**src/hw/rtl/sfdi_pkg.sv**
```systemverilog
// ----------------------------------------------------------------------------
// sfdi_pkg
// Shared types and constants of the stereo feedback delay with interpolation.
// ----------------------------------------------------------------------------
package sfdi_pkg;

  // fixed-point unity and field widths
  localparam int UNITY_Q16 = 65536;
  localparam int FRAC_W    = 16;
  localparam int FB_W      = 15;
  localparam int WET_W     = 17;
  localparam int DELAY_W   = 16;

  // configuration port
  localparam int PADDR_W = 4;
  localparam int PDATA_W = 32;

  // register map, word index
  typedef enum logic [1:0] {
    REG_DELAY_WHOLE,
    REG_DELAY_FRACTION,
    REG_FEEDBACK_GAIN,
    REG_WET_GAIN
  } sfdi_reg_t;

  // item sequencer
  typedef enum logic [2:0] {
    ST_IDLE,
    ST_MUL,
    ST_SUM,
    ST_MIX,
    ST_WB
  } sfdi_state_t;

  // stage enables from the sequencer to the channel datapaths
  typedef struct packed {
    logic mul_en;
    logic sum_en;
    logic mix_en;
    logic commit;
  } sfdi_stage_t;

endpackage

```
**src/hw/rtl/sfdi_ctrl.sv**
```systemverilog
// ----------------------------------------------------------------------------
// sfdi_ctrl
// Item sequencer, write position, fill count and tap address generation.
// ----------------------------------------------------------------------------
module sfdi_ctrl #(
  parameter int STORE_DEPTH = 65536
) (
  input  logic                             clk,
  input  logic                             rst_n,
  input  logic                             in_fire,
  input  logic                             out_free,
  input  logic                             clear_fill,
  input  logic [sfdi_pkg::DELAY_W-1:0]     delay_whole,
  output logic                             in_ready,
  output sfdi_pkg::sfdi_stage_t            stage,
  output logic [$clog2(STORE_DEPTH)-1:0]   raddr0,
  output logic [$clog2(STORE_DEPTH)-1:0]   raddr1,
  output logic [$clog2(STORE_DEPTH)-1:0]   waddr,
  output logic                             tap_ok0_r,
  output logic                             tap_ok1_r
);

  localparam int AW = $clog2(STORE_DEPTH);
  localparam int CW = $clog2(STORE_DEPTH + 1);
  localparam int TW = (CW > sfdi_pkg::DELAY_W + 1) ? CW : sfdi_pkg::DELAY_W + 1;
  localparam int XW = TW + 1;

  sfdi_pkg::sfdi_state_t state_r, state_nxt;

  logic [AW-1:0] wp_r, wp_nxt;
  logic [CW-1:0] fill_r, fill_nxt;
  logic [XW-1:0] d_ext;
  logic [XW-1:0] d_lim;
  logic [XW-1:0] d_cl;
  logic [XW-1:0] back0;
  logic [XW-1:0] back1;
  logic [XW-1:0] fill_x;

  // wrap position minus distance back into the store
  function automatic logic [AW-1:0] tap_addr(input logic [XW-1:0] wp_x,
                                             input logic [XW-1:0] back);
    logic [XW-1:0] s;
    s = wp_x + XW'(STORE_DEPTH) - back;
    if (s >= XW'(STORE_DEPTH)) begin
      s = s - XW'(STORE_DEPTH);
    end
    return s[AW-1:0];
  endfunction

  // clamp delay so the second tap stays inside the store
  assign d_ext  = XW'(delay_whole);
  assign d_lim  = XW'(STORE_DEPTH - 2);
  assign d_cl   = (d_ext > d_lim) ? d_lim : d_ext;
  assign back0  = d_cl + XW'(1);
  assign back1  = d_cl + XW'(2);
  assign fill_x = XW'(fill_r);

  assign raddr0 = tap_addr(XW'(wp_r), back0);
  assign raddr1 = tap_addr(XW'(wp_r), back1);
  assign waddr  = wp_r;

  // taps older than the fill count read as zero
  always_ff @(posedge clk) begin
    if (in_fire) begin
      tap_ok0_r <= (d_cl < fill_x);
      tap_ok1_r <= (back0 < fill_x);
    end
  end

  // next state
  always_comb begin
    state_nxt = state_r;
    case (state_r)
      sfdi_pkg::ST_IDLE: begin
        if (in_fire) state_nxt = sfdi_pkg::ST_MUL;
      end
      sfdi_pkg::ST_MUL: state_nxt = sfdi_pkg::ST_SUM;
      sfdi_pkg::ST_SUM: state_nxt = sfdi_pkg::ST_MIX;
      sfdi_pkg::ST_MIX: state_nxt = sfdi_pkg::ST_WB;
      sfdi_pkg::ST_WB: begin
        if (out_free) state_nxt = sfdi_pkg::ST_IDLE;
      end
      default: state_nxt = sfdi_pkg::ST_IDLE;
    endcase
  end

  // state outputs
  always_comb begin
    in_ready = 1'b0;
    stage    = '0;
    case (state_r)
      sfdi_pkg::ST_IDLE: in_ready = 1'b1;
      sfdi_pkg::ST_MUL:  stage.mul_en = 1'b1;
      sfdi_pkg::ST_SUM:  stage.sum_en = 1'b1;
      sfdi_pkg::ST_MIX:  stage.mix_en = 1'b1;
      sfdi_pkg::ST_WB:   stage.commit = out_free;
      default: begin
        in_ready = 1'b0;
        stage    = '0;
      end
    endcase
  end

  // write position and fill count
  always_comb begin
    wp_nxt   = wp_r;
    fill_nxt = fill_r;
    if (stage.commit) begin
      wp_nxt = (wp_r == AW'(STORE_DEPTH - 1)) ? '0 : wp_r + AW'(1);
      if (fill_r != CW'(STORE_DEPTH)) begin
        fill_nxt = fill_r + CW'(1);
      end
    end
    if (clear_fill) begin
      fill_nxt = '0;
    end
  end

  always_ff @(posedge clk) begin
    if (!rst_n) begin
      state_r <= sfdi_pkg::ST_IDLE;
      wp_r    <= '0;
      fill_r  <= '0;
    end else begin
      state_r <= state_nxt;
      wp_r    <= wp_nxt;
      fill_r  <= fill_nxt;
    end
  end

endmodule

```
**config.mk**
```make
export PLATFORM = sky130hd
export DESIGN_NAME = sfdi_ctrl
export DESIGN_NICKNAME = d
export VERILOG_FILES = /design/src/hw/rtl/sfdi_pkg.sv /design/src/hw/rtl/sfdi_ctrl.sv
export SDC_FILE = /design/constraint.sdc
export NUM_CORES = 1
export LEC_CHECK = 0
export BUFFER_PORTS_ARGS = -buffer_cell sky130_fd_sc_hd__buf_2
export CORE_MARGIN = 2
export CORE_UTILIZATION = 53
export CTS_CLUSTER_SIZE = 14
export DETAILED_ROUTE_END_ITERATION = 7
export PLACE_DENSITY = 0.85
export SLEW_MARGIN = 15
export SYNTH_ARGS = -nofsm -noshare
export SYNTH_HDL_FRONTEND = slang
export SYNTH_SLANG_ARGS = --single-unit
```
**constraint.sdc**
```tcl
create_clock -name clk -period 3.3 [get_ports clk]
set_input_delay 0.33 -clock clk [delete_from_list [all_inputs] [get_ports clk]]
set_output_delay 0.33 -clock clk [all_outputs]
set_load 0.02 [all_outputs]
```
==> run metrics <==
post-layout util=0.758; global-route total usage across every layer=0.314; P per Cell Area=243 nW/um^2; Die X=97.3 um; Main synth FF type=dfxtp_1; vias in the first global route=5181; die area=9470 um^2; Reg area=788 um^2; Worst-Margin Slew=722 ps; critical path launch point type=primary input; Leak Pwr=2.93 nW; core area=8590 um^2; CP arrival=3380 ps; global route overflow=0; die height=97.3 um; worst hold path stage count=1; clk_lat worst skew=320 ps; final wirelength=17.8 mm; met2 WL post-DR=8.47 mm; first-pass GRT wire length=24.5 mm; CTS sink count=38; max-cap viol count=0; crit path max fanout=5; CP required=2970 ps; DR pass1 iterations=5; 1st-iter DRT viols=470; Worst-path clk slew=80 ps; Post-synth EDFFs=2; Seq/Total Area, Yosys=0.169; hold buffers post-CTS=0; part of the cycle the worst path needs=1.12; worst reg-to-reg path cell count=6; worst vdd ir=176 uV; Root Driver=clkbuf_8; failing checks=negative setup slack; remaining routing DRC violations=0; synthesized cell area=4620 um^2; vias post-DR=5481; CP Capture Type=output port; Multi-input gate area=4020 um^2; synthesis-to-layout area growth=41.1%; ANT cells=0; syn nets=705; CTS tree=built; fill count=513; Worst Skew=20.1 ps; Top Metal Used=met4; Final nets=850; clock buffer count from CTS=5; mean cell area of the mapped netlist=7.66 um^2; Via density=6.40; DP HPWL=10.6 mm; Cells after DPL=828; Post-Synthesis Cells=603; largest net degree at the start of global routing=18; Final Max Tran Viols=0; H-tree depth=2; Final Hold Fails=0; Final GP Congestion=0.977; WL per Instance=20.8 um; RSZ-0062 raised after global routing=yes; antenna violations before repair=0; Metal-1 WL=6.41 mm; IO Pins=76; Synth cell types=62; layout cells sized above 1=0.351; class of the worst hold path=primary input to flip-flop; Slew HR=0.519; final number of setup-violating endpoints=17; Yosys reg bits=38; PnR worst setup slack=-411 ps; f_max=0.269 GHz; Initial Util=0.537; status=finished with violations; DRT antenna net count=0; Max clock buf depth=2; fin crit period=3710 ps; yosys warns=0; # rows=34; Final Non-Filler Cells=857; Synth async-reset ratio=0; port bufs=75; Setup CP Type=primary input to output port; met3 WL=1.49 mm
logic make-up after synthesis:
| group | count (synthesis) | synth area share |
|---|---|---|
| simple gates | 189 | 0.219 |
| flops | 38 | 0.169 |
| compound gates | 119 | 0.176 |
| xor+xnor | 62 | 0.118 |
| buf+inv | 113 | 0.0935 |
| fa+ha+maj | 81 | 0.223 |
| mux | 1 | 0.00217 |
synth_stat cells (all sizes together) (3+ instances only):
cell,count,share of area
ha,79,0.21
a21oi,31,0.034
nor4,9,0.015
nor2,55,0.045
clkbuf,20,0.016
and3,13,0.018
nand4,18,0.024
and2,7,0.0095
o31ai,5,0.011
xnor2,52,0.099
o21ai,22,0.025
and4,8,0.015
a21o,17,0.028
nand2,27,0.022
o31a,3,0.0060
nor3b,3,0.0049
inv,88,0.072
buf,5,0.0057
nor3,11,0.012
dfxtp,36,0.16
xor2,10,0.019
o21a,15,0.024
nor2b,7,0.0095
nand3,20,0.024
where the power goes:
part	switching (mW)	internal, mW	total, mW
combinational	0.387	0.303	0.690
clock	0.196	0.223	0.419
sequential	0.00741	0.467	0.474
metal layers:
layer  global-route usage  up-vias
li1                     -     2377
met1                0.349     2553
met2                0.570      400
met3               0.0432      151
met4                0.177        0
met5                    0        -
placed cells by master, fill, tap and decap left out, types with 12 or more instances in the layout:
| cell type | synthesis | final |
|---|---|---|
| a21oi_1 | 31 | 26 |
| buf_2 | 3 | 57 |
| nor2_1 | 55 | 50 |
| xnor2_1 | 52 | 43 |
| o21a_1 | 15 | 15 |
| inv_1 | 88 | 80 |
| nand4_1 | 18 | 18 |
| o21ai_0 | 20 | 17 |
| ha_4 | 0 | 12 |
| buf_6 | 0 | 12 |
| a21o_1 | 17 | 17 |
| ha_1 | 79 | 66 |
| dfxtp_1 | 36 | 32 |
| buf_4 | 1 | 94 |
| nand3_1 | 19 | 12 |
| nand2_1 | 27 | 25 |
flip-flops by register name, indices dropped and copies added (netlist names):
name and flops:
waddr 16, tap_ok0_r 1, state_r 3, tap_ok1_r 1, fill_r 17
per-stage QoR:
stage	hold WS (ps)	instance area [um^2]	power [mW]	TNS, ps	setup WS (ps)
2_1_floorplan	442	4740	0.845	-299	-111
3_3_place_gp	489	5650	1.01	-2540	-336
3_5_place_dp	501	5650	1.03	-3530	-419
4_1_cts	271	6090	1.47	-972	-192
5_1_grt	268	6520	1.63	-5130	-581
6_report	262	6520	1.58	-3260	-411
layout make-up:
type                       instances  area share
clock inverter                     3     0.00615
inverter                          88      0.0511
multi-input combinational        452       0.618
timing repair buffer             163       0.173
sequential                        38       0.121
clock buffer                       5      0.0106
tap                              108      0.0207
critical path: stages:
cell     delay (ps)
buf_2           110
and3_4          200
buf_4           150
nand3_1         170
buf_4           210
nor2_1          250
nand2_1         210
nor2_1          250
xnor2_1         180
ha_1            310
inv_1           210
a21oi_1          70
o21a_1          170
a211o_1         260
xnor2_2         130
buf_4           160
timing repair:
item | CTS | global route
resized for setup | 60 | 61
buffers inserted | 7 | 16
pin swaps | 30 | 27
setup endpoints to repair | 16 | 16
worst paths after layout:
path | startpoint | endpoint | slack [ps]
setup / recovery | delay_whole[4] | raddr0[15] | -410
hold reg to reg | fill_r[14]$_SDFFE_PP0P_ | fill_r[14]$_SDFFE_PP0P_ | 520
setup reg to reg | state_r[1]$_SDFFE_PN0P_ | fill_r[13]$_SDFFE_PP0P_ | 920
hold / removal | in_fire | tap_ok0_r$_DFFE_PP_ | 260
No activity file was read; power rests on OpenSTA's default activity.
